==> src/hdl/spt_pkg.sv <==
// shared types and constants for the sorted point table
// no dependencies; every file but spt_fifo imports this package
package spt_pkg;

    localparam int CAPACITY_DEFAULT = 32;
    localparam int CMD_DEPTH        = 2;
    localparam int RES_DEPTH        = 2;
    localparam int COORD_W          = 32;

    typedef enum logic [1:0] {
        OP_INSERT = 2'd0,
        OP_DELETE = 2'd1,
        OP_DUMP   = 2'd2,
        OP_CLEAR  = 2'd3
    } t_opcode;

    typedef enum logic [2:0] {
        ST_DONE     = 3'd0,
        ST_DUP      = 3'd1,
        ST_NOTFOUND = 3'd2,
        ST_FULL     = 3'd3,
        ST_LISTED   = 3'd4,
        ST_EMPTY    = 3'd5
    } t_status;

    typedef enum logic {
        BK_CMD  = 1'b0,
        BK_DUMP = 1'b1
    } t_back_state;

    typedef struct packed {
        logic ins;
        logic del;
        logic dump;
        logic clr;
    } t_kind;

    typedef struct packed {
        t_kind                      kind;
        logic signed [COORD_W-1:0]  key_x;
        logic signed [COORD_W-1:0]  value_y;
    } t_cmd;

    typedef struct packed {
        t_status                    status;
        logic signed [COORD_W-1:0]  x;
        logic signed [COORD_W-1:0]  y;
        logic                       last;
    } t_result;

    typedef struct packed {
        logic ins;
        logic del;
        logic clr;
    } t_cell_ctl;

    typedef struct packed {
        logic found;
        logic full;
        logic none;
        logic rd_last;
    } t_cell_stat;

endpackage

==> src/hdl/spt_fifo.sv <==
// small first-in first-out queue of any packed type
// uses nothing outside this file
module spt_fifo #(
    parameter type T     = logic,
    parameter int  DEPTH = 2
) (
    input  logic i_clk,
    input  logic i_rst_n,
    input  logic i_push,
    input  T     i_data,
    output logic o_full,
    input  logic i_pop,
    output logic o_empty,
    output T     o_data
);
    localparam int PTRW = (DEPTH > 1) ? $clog2(DEPTH) : 1;
    localparam int CNTW = $clog2(DEPTH + 1);

    T                r_mem [DEPTH];
    logic [PTRW-1:0] r_wr_ptr, n_wr_ptr;
    logic [PTRW-1:0] r_rd_ptr, n_rd_ptr;
    logic [CNTW-1:0] r_count, n_count;
    logic            w_do_push, w_do_pop;

    assign o_full    = (r_count == CNTW'(DEPTH));
    assign o_empty   = (r_count == '0);
    assign w_do_push = i_push && !o_full;
    assign w_do_pop  = i_pop && !o_empty;
    assign o_data    = r_mem[r_rd_ptr];

    always_comb begin
        n_wr_ptr = r_wr_ptr;
        n_rd_ptr = r_rd_ptr;
        n_count  = r_count;
        if (w_do_push) begin
            n_wr_ptr = (r_wr_ptr == PTRW'(DEPTH - 1)) ? '0 : r_wr_ptr + PTRW'(1);
        end
        if (w_do_pop) begin
            n_rd_ptr = (r_rd_ptr == PTRW'(DEPTH - 1)) ? '0 : r_rd_ptr + PTRW'(1);
        end
        if (w_do_push && !w_do_pop) begin
            n_count = r_count + CNTW'(1);
        end else if (w_do_pop && !w_do_push) begin
            n_count = r_count - CNTW'(1);
        end
    end

    always_ff @(posedge i_clk) begin
        if (!i_rst_n) begin
            r_wr_ptr <= '0;
            r_rd_ptr <= '0;
            r_count  <= '0;
        end else begin
            r_wr_ptr <= n_wr_ptr;
            r_rd_ptr <= n_rd_ptr;
            r_count  <= n_count;
        end
    end

    always_ff @(posedge i_clk) begin
        if (w_do_push) begin
            r_mem[r_wr_ptr] <= i_data;
        end
    end

endmodule

==> src/hdl/spt_front.sv <==
// front end: accepts input items, decodes the opcode and queues commands
// depends on spt_pkg and spt_fifo
module spt_front (
    input  logic                               i_clk,
    input  logic                               i_rst_n,
    input  logic                               push,
    output logic                               full,
    input  logic [1:0]                         i_opcode,
    input  logic signed [spt_pkg::COORD_W-1:0] i_key_x,
    input  logic signed [spt_pkg::COORD_W-1:0] i_value_y,
    input  logic                               i_cmd_pop,
    output logic                               o_cmd_empty,
    output spt_pkg::t_cmd                      o_cmd
);
    import spt_pkg::*;

    t_cmd w_cmd;

    always_comb begin
        w_cmd         = '0;
        w_cmd.key_x   = i_key_x;
        w_cmd.value_y = i_value_y;
        case (t_opcode'(i_opcode))
            OP_INSERT: w_cmd.kind.ins  = 1'b1;
            OP_DELETE: w_cmd.kind.del  = 1'b1;
            OP_DUMP:   w_cmd.kind.dump = 1'b1;
            OP_CLEAR:  w_cmd.kind.clr  = 1'b1;
            default:   w_cmd.kind.clr  = 1'b1;
        endcase
    end

    spt_fifo #(
        .T     (t_cmd),
        .DEPTH (CMD_DEPTH)
    ) u_cmd_q (
        .i_clk   (i_clk),
        .i_rst_n (i_rst_n),
        .i_push  (push),
        .i_data  (w_cmd),
        .o_full  (full),
        .i_pop   (i_cmd_pop),
        .o_empty (o_cmd_empty),
        .o_data  (o_cmd)
    );

endmodule

==> config.mk <==
export PLATFORM = sky130hd
export DESIGN_NAME = spt_front
export DESIGN_NICKNAME = d
export VERILOG_FILES = /design/src/hdl/spt_pkg.sv /design/src/hdl/spt_fifo.sv /design/src/hdl/spt_front.sv
export SDC_FILE = /design/constraint.sdc
export NUM_CORES = 1
export LEC_CHECK = 0
export ABC_AREA = 1
export BUFFER_PORTS_ARGS = -buffer_cell sky130_fd_sc_hd__buf_4
export CORE_UTILIZATION = 50
export DETAILED_ROUTE_END_ITERATION = 6
export PLACE_DENSITY = 0.74
export SLEW_MARGIN = 20
export SYNTH_ARGS = -nofsm -noshare
export SYNTH_HDL_FRONTEND = slang
export SYNTH_SLANG_ARGS = --single-unit
==> constraint.sdc <==
create_clock -name i_clk -period 5.7 [get_ports i_clk]
set_input_delay 0.285 -clock i_clk [delete_from_list [all_inputs] [get_ports i_clk]]
set_output_delay 0.285 -clock i_clk [all_outputs]
set_load 0.05 [all_outputs]
**Yosys cells after proc, flatten, opt, wreduce, memory -nomap -nowiden**

Memories as Yosys holds them, arrays and structs flattened. A register that Yosys moved wholly into a read port is not among the register bits.
Index checks and enable logic that the tools add are counted.

- ROM bits: 0
- Word-level logic and storage cells: 35
- Register bits after elaboration: 4
- Memory bits (writable): 136
- Memories: 1
- Bits in latches: 0
- Input bits: 70

Memory list:

| memory | words | bits a word | read ports | clocked after Yosys merged registers in | wr ports | RTL line | text |
|---|---|---|---|---|---|---|---|
| u_cmd_q.r_mem | 2 | 68 | 1 | 1 | 1 | spt_fifo.sv:19 | `T r_mem [DEPTH];` |

- Bitwise logic cells: 0
- Multiply operators: 0
- Mux-type cells: 12
- Add/sub/neg operators: 4
- Reduce and logical (&&, ||, !) cells: 11
- Shift-type cells: 0
- Order comparisons: 0
- Div/mod/pow operators: 0
- Eq/ne operators: 4

Operators by type and width:

| kind | number |
|---|---|
| $mux 1 | 10 |
| $eq 2x2->1 const B | 3 |
| $logic_and 1x1->1 | 4 |
| $logic_not 1->1 | 4 |
| $logic_not 2->1 | 2 |
| $mux 2 | 2 |
| $add 1x1->1 const B | 2 |
| $add 2x1->2 const B | 1 |
| $eq 2x1->1 const B | 1 |
| $reduce_bool 2->1 | 1 |
| $sub 2x1->2 const B | 1 |

**Logic depth before layout (Yosys ltp)**

- Depth after elaboration: 7
- Gate-level depth with buffers: 10
- Depth with buffers taken out: 10

**Modules after synthesis**

Synthesis repeated with hierarchy kept, for this count alone.

- Cell total of the unflattened synthesis: 257
- Area, all modules: 5265.0 sq um

Modules (own cells, without submodules):

| module | instances | cells each | area an instance (sq um) | seq. area each (sq um) |
|---|---|---|---|---|
| spt_fifo | 1 | 250 | 5238.8 | 4184.0 |
| spt_front | 1 | 7 | 26.3 | 0.0 |

**Least setup slack after synthesis**

Ideal clock, no wire load.

- Path kind: register to register
- Start point: register u_cmd_q.r_count[0]
- End point: memory u_cmd_q.r_mem[0][0] in the netlist's numbering (enable)
- Cell stages (with the launch flop): 3
- Path slack: 1823 ps
- Buffers on the path: 0
- Arrival: 3382 ps
- Clock period less this slack: 3877 ps
- Cell sequence: dfxtp_1 > o21ai_0 > nor2_1

- Longest elaborated chain between the ends: 5

Ends and longest elaborated chain:

| item | RTL line | text |
|---|---|---|
| from (decl) | spt_fifo.sv:22 | `logic [CNTW-1:0] r_count, n_count;` |
| from (signal assigned) | spt_fifo.sv:56 | `r_count <= n_count;` |
| $eq 2x2->1 | spt_fifo.sv:25 | `assign o_full = (r_count == CNTW'(DEPTH));` |
| $logic_not 1->1 | spt_fifo.sv:27 | `assign w_do_push = i_push && !o_full;` |
| $logic_and 1x1->1 | spt_fifo.sv:27 |  |
| $mux 1 | spt_fifo.sv:61 | `if (w_do_push) begin` |
| $mux 1 (implied by the code) | spt_fifo.sv:62 | `r_mem[r_wr_ptr] <= i_data;` |
| to (decl) | spt_fifo.sv:19 |  |

No other way between the ends.

**Worst setup path in the final report**

- Start point: register u_cmd_q.r_count[0]
- End point: memory u_cmd_q.r_mem[0][13] in the netlist's numbering (enable)

The elaborated chain is that of the path after synthesis.

==> impl_metrics.env <==
export IMPL_outcome="finished clean"
export IMPL_critical_path_cell_chain="o21ai_0 -> nor2_4 -> buf_4"
export IMPL_drt_pass1_iter_count=4
export IMPL_r2r_end="u_cmd_q.r_mem[0][13]"
export IMPL_cts_resized=0
export IMPL_dieArea_mm2=0.0109
export IMPL_timing_rr_start="u_cmd_q.r_count[0]"
export IMPL_grt_max_degree=69
export IMPL_cap_violations=0
export IMPL_cp_data_arrival_time_ns=2.63
export IMPL_insertion_delay_ns=0.51
export IMPL_antenna_found_initial=0
export IMPL_p_leak_nw=2.94
export IMPL_holdPathStages=3
export IMPL_drc=0
export IMPL_yosys_cell_count_top_type="edfxtp_1"
export IMPL_grt_usage_pct=18.3
export IMPL_final_layout_size_suffix_gt1_share_pct=49.0
export IMPL_netlist_top_cells_count="edfxtp_1 (136), mux2_2 (48), mux2_4 (20)"
export IMPL_synth_area_mm2=0.00527
export IMPL_cts_buffers=17
export IMPL_synth_warnings=0
export IMPL_cts_tree="built"
export IMPL_grt_pass1_vias=3046
export IMPL_finalHoldViolCount=0
export IMPL_peakVddDrop_mv=0.325
export IMPL_synth_async_reset_ratio_pct=0
export IMPL_final_area_mm2=0.00757
export IMPL_drt_wirelength_per_cell_um=15.4
export IMPL_setup_viol=0
export IMPL_finalSetupTns_ns=0
export IMPL_die_y_um=105
export IMPL_drt_first_iter_violations=123
export IMPL_syn_avg_cell_area_um2=20.5
export IMPL_worst_slack_ns=3.22
export IMPL_grt_pass1_wl_mm=14.8
export IMPL_synthCells=257
export IMPL_viasPerCell=4.67
export IMPL_slowest_delay_ns=0.88
export IMPL_skew_ns=0.00797
export IMPL_hp_class="input pin to flip-flop"
export IMPL_rsz0062_at_grt="false"
export IMPL_final_antenna_net_count=0
export IMPL_r2r_cells=3
export IMPL_die_x_um=105
export IMPL_layoutNonFillerInstCount=622
export IMPL_clkSinkCount=141
export IMPL_synthToLayoutAreaGrowth_pct=43.7
export IMPL_preCtsSetupSlack_ns=3.16
export IMPL_synth_seq_cells=141
export IMPL_yosysTopAreaCellShare_pct=77.6
export IMPL_fp_row_count=37
export IMPL_yosysTopAreaCell="edfxtp_1"
export IMPL_yosysSeqAreaShare_pct=79.5
export IMPL_root_buffer="clkbuf_8"
export IMPL_synth_cell_types=15
export IMPL_critPathSlowestCell="nor2_4"
export IMPL_insertedDiodeCount=0
export IMPL_fin_util_pct=73.6
export IMPL_synth_ff_type="edfxtp_1"
export IMPL_h_tree_depth=4
export IMPL_critPathRequiredTime_ns=5.85
export IMPL_synth_fp_nets=328
export IMPL_cts_path_max_buffers=2
export IMPL_synth_edf_count=136
export IMPL_port_buffers=139
export IMPL_ys_top_cells_by_area="edfxtp_1 (78%), mux2_2 (10%), mux2_4 (5.7%)"
export IMPL_start_util_pct=51.2
export IMPL_grt_ovfl_total=0
export IMPL_hpwl_mm=5.70
export IMPL_relSlewSlack_pct=31.0
export IMPL_whs_ns=0.0388
export IMPL_min_period_over_period_pct=43.5
export IMPL_cp_end_kind="flip-flop"
export IMPL_path_buf_inv=1
export IMPL_wl_mm=9.60
export IMPL_core_mm2=0.0103
export IMPL_crit_fanout=35
export IMPL_fmax_ghz=0.403
export IMPL_fin_total_pwr_mw=3.49
export IMPL_worstHoldStart="i_rst_n"
export IMPL_vias=2905
export IMPL_power_density_mw_per_mm2=461
export IMPL_critPathKind="flip-flop to flip-flop"
export IMPL_worst_setup_path_start_kind="flip-flop"
export IMPL_cp_top_family="simple AND/OR/NAND/NOR gates"
export IMPL_placed_cells=526
export IMPL_routabilityCongestion=0.693
export IMPL_rrSetupSlack_ns=3.22
export IMPL_holdPathEnd="u_cmd_q.r_count[1]"
export IMPL_drv_slew=0
export IMPL_pin_count=140
export IMPL_path_clk_slew_ns=0.06
export IMPL_placed_cell_area_mm2=0.00644
export IMPL_fin_nets=544
export IMPL_tightest_slew_ns=1.03
export IMPL_fin_crit_ns=2.48
-- report_power, final --
part,total (mW),internal [mW],switching [mW]
logic,1.18,0.427,0.757
clock network,0.896,0.525,0.371
registers,1.41,1.31,0.0918
-- worst max-delay path by stage --
stage,from,cells after the start,endpoint
floorplan,u_cmd_q.r_count[0],2,u_cmd_q.r_mem[0][0]
global placement,u_cmd_q.r_count[0],3,u_cmd_q.r_mem[0][6]
detailed placement,u_cmd_q.r_count[0],3,u_cmd_q.r_mem[0][6]
CTS,u_cmd_q.r_count[0],3,u_cmd_q.r_mem[0][13]
global route,u_cmd_q.r_count[0],3,u_cmd_q.r_mem[0][46]
finish,u_cmd_q.r_count[0],3,u_cmd_q.r_mem[0][13]
-- flip-flops by register name (all words and copies together) (netlist names), named ones only --
register	cells
u_cmd_q.r_count	2
u_cmd_q.r_rd_ptr	1
u_cmd_q.r_wr_ptr	1
u_cmd_q.r_mem	136
-- cells by family after synthesis --
logic type | Yosys count | share of synthesized area [%]
and+or+nand+nor | 23 | 1.71
DFF | 141 | 79.5
buffers and inverters | 20 | 2.23
AOI/OAI and AO/OA | 4 | 0.380
adders and majority gates | 1 | 0.238
muxes | 68 | 16.0
-- worst register-to-register path, cell delays in order, from the launching register on --
cell and delay [ns]:
dfxtp_1 0.38, o21ai_0 0.30, nor2_4 0.88, buf_4 0.56
-- metal layers --
metal	wire, µm	track usage, %	vias to the layer above
li1	-	-	1415
met1	4130	22.1	1374
met2	4850	30.7	104
met3	473	4.93	12
met4	149	8.65	0
met5	0	0	-
-- timing repair --
action / 4_1_cts / 5_1_grt
buffers inserted: 0 / 0
endpoints found under the hold margin: 128 / 0
hold buffers: 64 / 0
-- cells in the final DEF (no fill, tap or decap), types with 2 or more instances in the layout --
cell type      netlist  final
inv_1               12     12
clkbuf_16            0     16
dlygate4sd3_1        0     64
buf_4                0    141
o21ai_0              3      3
mux2_4              20     20
dfxtp_1              5      4
clkbuf_1             0      5
mux2_2              48     48
nor2_4               0      2
nand2_1              7      7
nor2_1              14     12
clkinv_2             0      7
edfxtp_1           136    136
clkinvlp_4           0      2
-- area by class of cell --
class                      count  area [µm²]
clock buffer                  22         433
clock inverter                10        53.8
fill                         645        2710
inverter                      12        45.0
multi-input combinational     96         978
sequential                   141        4190
tap                          136         170
timing repair buffer         205        1700
No activity file was read; power rests on OpenSTA's default activity.
