### config.mk
export PLATFORM = sky130hd
export DESIGN_NAME = spt_fifo
export DESIGN_NICKNAME = d
export VERILOG_FILES = /design/src/hdl/spt_fifo.sv
export SDC_FILE = /design/constraint.sdc
export NUM_CORES = 1
export LEC_CHECK = 0
export ABC_AREA = 1
export BUFFER_PORTS_ARGS = -buffer_cell sky130_fd_sc_hd__buf_2
export CAP_MARGIN = 0
export CORE_AREA = 3 3 40 42
export DETAILED_ROUTE_END_ITERATION = 12
export DIE_AREA = 0 0 43 45
export GPL_TIMING_DRIVEN = 1
export PLACE_DENSITY_LB_ADDON = 0.3
export SETUP_SLACK_MARGIN = 0.02
export SYNTH_ARGS = -nofsm -noshare
export SYNTH_HDL_FRONTEND = slang
export SYNTH_SLANG_ARGS = --single-unit
export TNS_END_PERCENT = 30
### constraint.sdc
create_clock -name i_clk -period 3.3 [get_ports i_clk]
set_input_delay 0.66 -clock i_clk [delete_from_list [all_inputs] [get_ports i_clk]]
set_output_delay 0.66 -clock i_clk [all_outputs]
set_load 0.05 [all_outputs]
### src/hdl/spt_fifo.sv
// small first-in first-out queue of any packed type
// uses nothing outside this file
module spt_fifo #(
    parameter type T     = logic,
    parameter int  DEPTH = 2
) (
    input  logic i_clk,
    input  logic i_rst_n,
    input  logic i_push,
    input  T     i_data,
    output logic o_full,
    input  logic i_pop,
    output logic o_empty,
    output T     o_data
);
    localparam int PTRW = (DEPTH > 1) ? $clog2(DEPTH) : 1;
    localparam int CNTW = $clog2(DEPTH + 1);

    T                r_mem [DEPTH];
    logic [PTRW-1:0] r_wr_ptr, n_wr_ptr;
    logic [PTRW-1:0] r_rd_ptr, n_rd_ptr;
    logic [CNTW-1:0] r_count, n_count;
    logic            w_do_push, w_do_pop;

    assign o_full    = (r_count == CNTW'(DEPTH));
    assign o_empty   = (r_count == '0);
    assign w_do_push = i_push && !o_full;
    assign w_do_pop  = i_pop && !o_empty;
    assign o_data    = r_mem[r_rd_ptr];

    always_comb begin
        n_wr_ptr = r_wr_ptr;
        n_rd_ptr = r_rd_ptr;
        n_count  = r_count;
        if (w_do_push) begin
            n_wr_ptr = (r_wr_ptr == PTRW'(DEPTH - 1)) ? '0 : r_wr_ptr + PTRW'(1);
        end
        if (w_do_pop) begin
            n_rd_ptr = (r_rd_ptr == PTRW'(DEPTH - 1)) ? '0 : r_rd_ptr + PTRW'(1);
        end
        if (w_do_push && !w_do_pop) begin
            n_count = r_count + CNTW'(1);
        end else if (w_do_pop && !w_do_push) begin
            n_count = r_count - CNTW'(1);
        end
    end

    always_ff @(posedge i_clk) begin
        if (!i_rst_n) begin
            r_wr_ptr <= '0;
            r_rd_ptr <= '0;
            r_count  <= '0;
        end else begin
            r_wr_ptr <= n_wr_ptr;
            r_rd_ptr <= n_rd_ptr;
            r_count  <= n_count;
        end
    end

    always_ff @(posedge i_clk) begin
        if (w_do_push) begin
            r_mem[r_wr_ptr] <= i_data;
        end
    end

endmodule

-- Word level (Yosys, flattened, before mapping)
Memory sizes are Yosys's and may differ from the RTL's. A register that Yosys moved wholly into a read port is not among the register bits.
Index checks and enable logic that the tools add are counted.
- add/sub/neg operators: 4
- equality and inequality tests: 1
- multiplexer cells: 8
- reduce and logical (&&, ||, !) cells: 10
- operator list (operator ; number):
    $mux 1 ; 6
    $logic_and 1x1->1 ; 4
    $logic_not 1->1 ; 4
    $mux 2 ; 2
    $add 1x1->1 const B ; 2
    $add 2x1->2 const B ; 1
    $eq 2x2->1 const B ; 1
    $logic_not 2->1 ; 1
    $reduce_bool 2->1 ; 1
    $sub 2x1->2 const B ; 1
- register bits after elaboration: 4
- RAM bits: 2
- input bits: 5
- word-level logic and storage cells: 27
- memories kept: 1
- memory list (name ; words ; bits a word ; read ports ; clocked after memory_dff ; write ports ; RTL line ; text):
    r_mem ; 2 ; 1 ; 1 ; 1 ; 1 ; 19 ; T r_mem [DEPTH];

-- Longest topological paths before layout
Gate-level depths: netlist of run 1.
- depth after elaboration: 7
- mapped depth: 10
- mapped depth without buffers: 10

-- Least setup slack after synthesis of run 1
No wires, ideal clock.
- path type: register to register
- from: reg r_count[0]
- to: reg r_count[1]
- arrival: 1.743 ns
- data required time: 3.236 ns
- slack: 1.493 ns
- cell stages (with the launch flop): 10
- buffers on the path: 0
- clock period less this slack: 1.807 ns
- cell sequence: dfxtp_1 nor2_1 nor2_2 inv_1 ha_1 inv_1 nand3_1 nand2_1 inv_1 nor2_1
- longest elaborated chain between the ends: 6
- RTL lines (element ; RTL line ; text):
    start, declared ; 22 ; logic [CNTW-1:0] r_count, n_count;
    start signal, assigned ; 56 ; r_count <= n_count;
    $logic_not 2->1 * ; 26 ; assign o_empty = (r_count == '0);
    via o_empty ; 13 ; output logic o_empty,
    $logic_not 1->1 * ; 28 ; assign w_do_pop = i_pop && !o_empty;
    $logic_and 1x1->1 * ; 28 ;
    $logic_not 1->1 ; 41 ; if (w_do_push && !w_do_pop) begin
    $logic_and 1x1->1 ; 41 ;
    $mux 2 or $reduce_bool 2->1 (tied branches) ; n/a ;
The timed path passes the listed nets; every way through them passes the cells marked *. The select of a mux whose other input is x is not followed.
A chain may end at the register's enable or synchronous reset.

==> results.md, run 1 <==
| Parameter | This run | Unit |
|---|---|---|
| Outcome | complete, no violations | - |
| Clock latency reported for the late side of the worst-skew pair | 250 | ps |
| Endpoint kind of the worst setup timing path | primary output | - |
| Routed via count | 279 | - |
| Post-CTS setup buffer count | 0 | - |
| Post-Route Utilization | 31.1 | % |
| Reg clk slew, reported paths | 50 | ps |
| Cell with the most instances after synthesis | sky130_fd_sc_hd__nor2_1 | - |
| Hold buffer count at cts | 0 | - |
| Adder-cell area share of the yosys netlist | 3.92 | % |
| Average routed wire per standard cell | 7.88 | µm |
| Type of element launching the critical path | flop | - |
| Core Region | 1280 | µm² |
| # DRC | 0 | - |
| Layout Area Growth over Synthesis | 25.1 | % |
| Initial antenna violation count | 0 | - |
| Maximum operating frequency | 0.573 | GHz |
| Post-route minimum period | 1750 | ps |
| Combinational family with the most area after synthesis | simple AND/OR/NAND/NOR gates | - |
| Fraction of the mapped netlist area in compound gates | 7.45 | % |
| Final WL | 528 | µm |
| Count of inserted antenna diode cells | 0 | - |
| RSZ-0062 raised after global routing | no | - |
| Multi-input combinational cell area | 125 | µm² |
| Number of nets in the final layout | 59 | - |
| Sequential Area | 160 | µm² |
| Post-synthesis cell type with the largest combined area | sky130_fd_sc_hd__dfxtp_1 | - |
| Maximum number of pins on one net before global-route repair | 6 | - |
| Cell area power density | 967 | nW/µm² |
| Final clock skew | 0.383 | ps |
| Die Area | 1940 | µm² |
| Final number of hold-violating endpoints | 0 | - |
| Number of nets still failing antenna checks after routing | 0 | - |
| Via count of the first global-routing pass | 216 | - |
| Total number of H-tree levels | 1 | - |
| Worst-path maximum fanout | 1 | - |
| Mapped cell area | 319 | µm² |
| Final std cell area, no fill | 399 | µm² |
| Worst hold-check path type | flop to flop | - |
| Clock net sink count | 7 | - |
| Worst reg2reg path endpoint | r_count[1] | - |
| Number of distinct library cells after synthesis | 14 | - |
| Clk buf depth | 2 | - |
| Routability-driven placement congestion ratio | 0.666 | - |
| Register-to-Register Setup Slack | 1920 | ps |
| Post-cts sizing count | 0 | - |
| XOR/XNOR share of the synthesized area | 0 | % |
| Cells taking the most area after synthesis | sky130_fd_sc_hd__dfxtp_1 (31%), sky130_fd_sc_hd__edfxtp_1 (19%), sky130_fd_sc_hd__nor2_1 (12%) | - |
| Mux contribution to synthesized area | 3.53 | % |
| Number of synthesis warnings | 0 | - |
| Top-area cell type share of the netlist area | 31.4 | % |
| Synthesized flop and latch total | 7 | - |
| Placement Rows | 13 | - |
| Final setup fails | 0 | - |
| Top-level port count | 8 | - |
| Worst-Margin Slew | 252 | ps |
| Cell chosen for the clock root | sky130_fd_sc_hd__clkbuf_4 | - |
| Dpl cell area | 373 | µm² |
| Aggregate global-route resource usage | 6.11 | % |
| EDFF count, synth | 2 | - |
| CTS tree | yes | - |
| Share of cells above drive strength 1 | 26.9 | % |
| Count of mapped cells out of synthesis | 41 | - |
| End point of the critical path | o_data | - |
| DIE HEIGHT | 45 | µm |
| Type of the worst setup path | flop to primary output | - |
| Number of placed instances with taps included | 63 | - |
| Average size of a mapped cell | 7.78 | µm² |
| Starting density of the core | 24.8 | % |
| Async set-or-reset flop fraction in the synthesized netlist | 0 | % |
| Ratio of final minimum period to clock period | 52.9 | % |
| Count of pins over their slew limit | 0 | - |
| Sequential share of the synthesized area | 50.2 | % |
| Cell leakage power | 0.000197 | µW |
| Buffers added on ports | 7 | - |
| Worst supply voltage drop on vdd | 0.339 | mV |
| Setup TNS | 0 | ps |
| Width of the chip | 43 | µm |
| Post-Layout Cell Count | 67 | - |
| Number of cells on the worst reg-to-reg path | 9 | - |
| Max-capacitance violation count | 0 | - |
| Drt first pass iters | 6 | - |
| DR iter-0 viols | 7 | - |
| Critical path arrival | 1090 | ps |
| Filler Cells Inserted | 147 | - |
| Basic-gate share of the synthesized area counting and, or, nand and nor cells | 24.3 | % |
| Post-synth net total | 47 | - |
| Rel. slew slack | 83.3 | % |
| Predominant post-synthesis flop cell | sky130_fd_sc_hd__dfxtp_1 | - |
| Overflow after GRT | 0 | - |
| Number of CTS-inserted buffers | 3 | - |
| Via count normalized by instance count | 4.16 | - |
| Hpwl dp | 410 | µm |
| Worst reg2reg path startpoint | r_count[0] | - |
| Wire length of the first global-routing pass | 807 | µm |
| Commonest cells in the synthesized netlist | sky130_fd_sc_hd__nor2_1 (10), sky130_fd_sc_hd__inv_1 (8), sky130_fd_sc_hd__nand2_1 (6), sky130_fd_sc_hd__dfxtp_1 (5) | - |
| Worst EP required | 2640 | ps |
==> logic make-up after synthesis <==
family | Yosys count
compound gates | 4
fa+ha+maj | 1
buf+inv | 9
flops | 7
mux | 1
simple gates | 19
==> critical path, stage by stage, from the launching register on <==
cell	delay, ps
sky130_fd_sc_hd__dfxtp_1	310
sky130_fd_sc_hd__mux2_2	320
sky130_fd_sc_hd__buf_2	210
==> worst min-delay path by stage <==
stage / endpoint / from / cells after the start
after floorplan: flop / r_rd_ptr / 2
after global placement: r_rd_ptr / r_rd_ptr / 2
after detailed placement: r_rd_ptr / r_rd_ptr / 2
after CTS: r_wr_ptr / r_wr_ptr / 2
after global routing: r_rd_ptr / r_rd_ptr / 2
final: r_wr_ptr / r_wr_ptr / 2
==> power breakdown <==
group | switching (µW) | internal (µW) | leakage (µW)
Sequential | 17.7 | 114 | 0.0000601
Combinational | 126 | 51.3 | 0.000121
Clock | 31.3 | 46.1 | 0.0000150
==> metrics by stage <==
| stage | total power (µW) | hold WS (ps) | setup WS (ps) |
|---|---|---|---|
| detailed placement | 312 | 496 | 1640 |
| finish | 386 | 501 | 1550 |
| global route | 416 | 541 | 1510 |
| global placement | 312 | 486 | 1640 |
| CTS | 393 | 506 | 1540 |
| floorplan | 278 | 467 | 1490 |
==> layer usage <==
metal,vias up,share of wire [%],global-route usage (%)
met4,0,0.76,7.23
met1,120,46,7.33
li1,147,-,-
met3,2,7.8,2.39
met5,-,0,0
met2,10,45,7.49
==> layout make-up <==
type                            count  share of cell area (%)
Timing Repair Buffer                7                    8.78
Tap cell                           15                    4.70
Clock buffer                        4                    6.58
Multi-Input combinational cell     25                    31.3
Inverter                            9                    8.46
Sequential cell                     7                    40.1
==> cell usage in the layout (no fill, tap or decap) <==
cell type and instances:
sky130_fd_sc_hd__o21ai_2 1, sky130_fd_sc_hd__buf_2 7, sky130_fd_sc_hd__inv_2 1, sky130_fd_sc_hd__ha_1 1
sky130_fd_sc_hd__nand4_1 1, sky130_fd_sc_hd__mux2_2 1, sky130_fd_sc_hd__a21oi_1 1, sky130_fd_sc_hd__edfxtp_1 2
sky130_fd_sc_hd__clkbuf_1 1, sky130_fd_sc_hd__dfxtp_1 5, sky130_fd_sc_hd__clkbuf_4 3, sky130_fd_sc_hd__o21ai_0 2
sky130_fd_sc_hd__nand2_1 6, sky130_fd_sc_hd__nand3_1 1, sky130_fd_sc_hd__inv_1 8, sky130_fd_sc_hd__nor2_1 10
sky130_fd_sc_hd__nor2_2 1
Note: power is estimated with default switching activity, not from simulation.
==> inputs of run 2 (changes only) <==
==> constraint.sdc (replaced) <==
create_clock -name i_clk -period 1.4 [get_ports i_clk]
set_input_delay 0.28 -clock i_clk [delete_from_list [all_inputs] [get_ports i_clk]]
set_output_delay 0.28 -clock i_clk [all_outputs]
set_load 0.05 [all_outputs]
==> results.md, run 2 (synthesized netlist as in run 1, its figures left out) <==
| Parameter | This run | Unit | Change |
|---|---|---|---|
| Outcome | complete, no violations | - |  |
| Width of the chip | 43 | µm | unchanged |
| Starting density of the core | 24.8 | % | unchanged |
| Overflow after GRT | 0 | - | unchanged |
| Average routed wire per standard cell | 8.41 | µm | +6.8% |
| Clock net sink count | 7 | - | unchanged |
| Wire length of the first global-routing pass | 979 | µm | +21% |
| Largest stage delay on the critical path | 320 | ps | about the same |
| Final setup fails | 0 | - | unchanged |
| Initial antenna violation count | 0 | - | unchanged |
| Core Region | 1280 | µm² | unchanged |
| Via count of the first global-routing pass | 272 | - | +26% |
| DIE HEIGHT | 45 | µm | unchanged |
| Worst supply voltage drop on vdd | 0.824 | mV | +140% |
| Total number of H-tree levels | 1 | - | unchanged |
| Highest-count cells in the layout ignoring fill and taps | sky130_fd_sc_hd__nor2_1 (8), sky130_fd_sc_hd__inv_1 (7), sky130_fd_sc_hd__nand2_1 (6), sky130_fd_sc_hd__buf_2 (6) | - |  |
| Routability-driven placement congestion ratio | 0.644 | - | -3.3% |
| Top-level port count | 8 | - | unchanged |
| Maximum number of pins on one net before global-route repair | 6 | - | unchanged |
| Rel. slew slack | 83.5 | % | +0.17 points |
| Cells traversed along the worst timing path | mux2_2 > buf_2 | - |  |
| Layout Area Growth over Synthesis | 42.7 | % |  |
| Worst-Margin Slew | 249 | ps | -2.63 ps |
| CTS tree | yes | - |  |
| Most common cell after layout, fill and taps aside | sky130_fd_sc_hd__nor2_1 | - |  |
| Endpoint kind of the worst setup timing path | primary output | - |  |
| Count of pins over their slew limit | 0 | - | unchanged |
| Final number of hold-violating endpoints | 0 | - | unchanged |
| Slowest stage cell on the critical path | sky130_fd_sc_hd__mux2_2 | - |  |
| DR iter-0 viols | 7 | - | unchanged |
| Worst reg2reg path startpoint | r_count[0] | - |  |
| Die Area | 1940 | µm² | unchanged |
| Placement Rows | 13 | - | unchanged |
| Number of nets still failing antenna checks after routing | 0 | - | unchanged |
| RSZ-0062 raised after global routing | yes | - |  |
| Maximum operating frequency | 0.733 | GHz |  |
| Routed via count | 278 | - | -0.36% |
| Cell area power density | 2290 | nW/µm² | +140% |
| Final clock skew | 1.72 | ps | +1.34 ps |
| Count of inserted antenna diode cells | 0 | - | unchanged |
| Type of the worst setup path | flop to primary output | - |  |
| Cell chosen for the clock root | sky130_fd_sc_hd__clkbuf_4 | - |  |
| Worst hold-check path type | input pin to flop | - |  |
| Buffers added on ports | 7 | - | unchanged |
| Share of cells above drive strength 1 | 41.8 | % | +15 points |
| Worst EP required | 1120 | ps | -1520 ps |
| Hpwl dp | 481 | µm | +17% |
| Number of nets in the final layout | 62 | - | +5.1% |
| Cell leakage power | 0.000215 | µW | +9.3% |
| Reg clk slew, reported paths | 50 | ps | about the same |
| Critical path arrival | 1080 | ps | about the same |
| Post-Route Utilization | 35.4 | % | +4.4 points |
| Final WL | 589 | µm | +12% |
| Ratio of final minimum period to clock period | 97.5 | % |  |
| Post-CTS setup buffer count | 0 | - | unchanged |
| Drt first pass iters | 4 | - | -2 |
| Max-capacitance violation count | 0 | - | unchanged |
| Clock latency reported for the late side of the worst-skew pair | 250 | ps | about the same |
| Type of element launching the critical path | flop | - |  |
| Via count normalized by instance count | 3.97 | - | -4.6% |
| # DRC | 0 | - | unchanged |
| Number of CTS-inserted buffers | 3 | - | unchanged |
| Aggregate global-route resource usage | 7.62 | % | +1.5 points |
| Launch instance of the worst min-delay path | i_data | - |  |
| Post-route minimum period | 1360 | ps |  |
| Clk buf depth | 2 | - | unchanged |
| Worst-path maximum fanout | 1 | - | unchanged |
| Tot Pwr | 1040 | µW | +170% |
run 2: power by group:
| part | switching [µW] | internal [µW] |
|---|---|---|
| sequential | 61.0 | 280 |
| combinational | 321 | 199 |
| clock | 74.1 | 109 |
run 2: metrics by stage:
stage | cell area, µm² | TNS, ps | hold slack, ps | cells | setup WS (ps)
after detailed placement | 403 | 0 | 479 | 66 | 16.9
after CTS | 437 | 0 | 218 | 70 | 0.617
after floorplan | 327 | 0 | 379 | 41 | 14.1
after global routing | 455 | -19.1 | 205 | 70 | -19.1
after global placement | 403 | 0 | 471 | 66 | 37.5
final | 455 | 0 | 228 | 70 | 35.1
run 2: final timing paths:
check	to	slack [ps]	cells after the start
setup / recovery	o_data	40	2
hold / removal	r_mem[0]	230	1
setup reg to reg	r_count[1]	150	9
hold reg to reg	r_rd_ptr	500	2
run 2: final cells by class:
class / instances / area [µm²]
sequential: 7 / 165
fill: 150 / 830
multi-input combinational: 25 / 148
tap: 15 / 18.8
inverter: 9 / 33.8
clock buffer: 4 / 26.3
timing repair buffer: 10 / 63.8
run 2: worst max-delay path: cells and delay by family, from the launching register on:
family   cells  cell delay, ps
buf+inv      1             210
flops        1             310
mux          1             320
run 2: metal layers:
metal  track usage, %  part of all wire, %  up-vias
met5                0                    0        -
met4             5.42                  3.2        0
met3             5.98                  7.0        2
met2             12.6                   51        7
met1             6.11                   39      113
li1                 -                    -      156
run 2: what timing repair did:
item	in CTS	in global routing
hold buffers	0	0
gates resized for setup	3	5
endpoints found under the setup margin	2	4
pin swaps	0	0
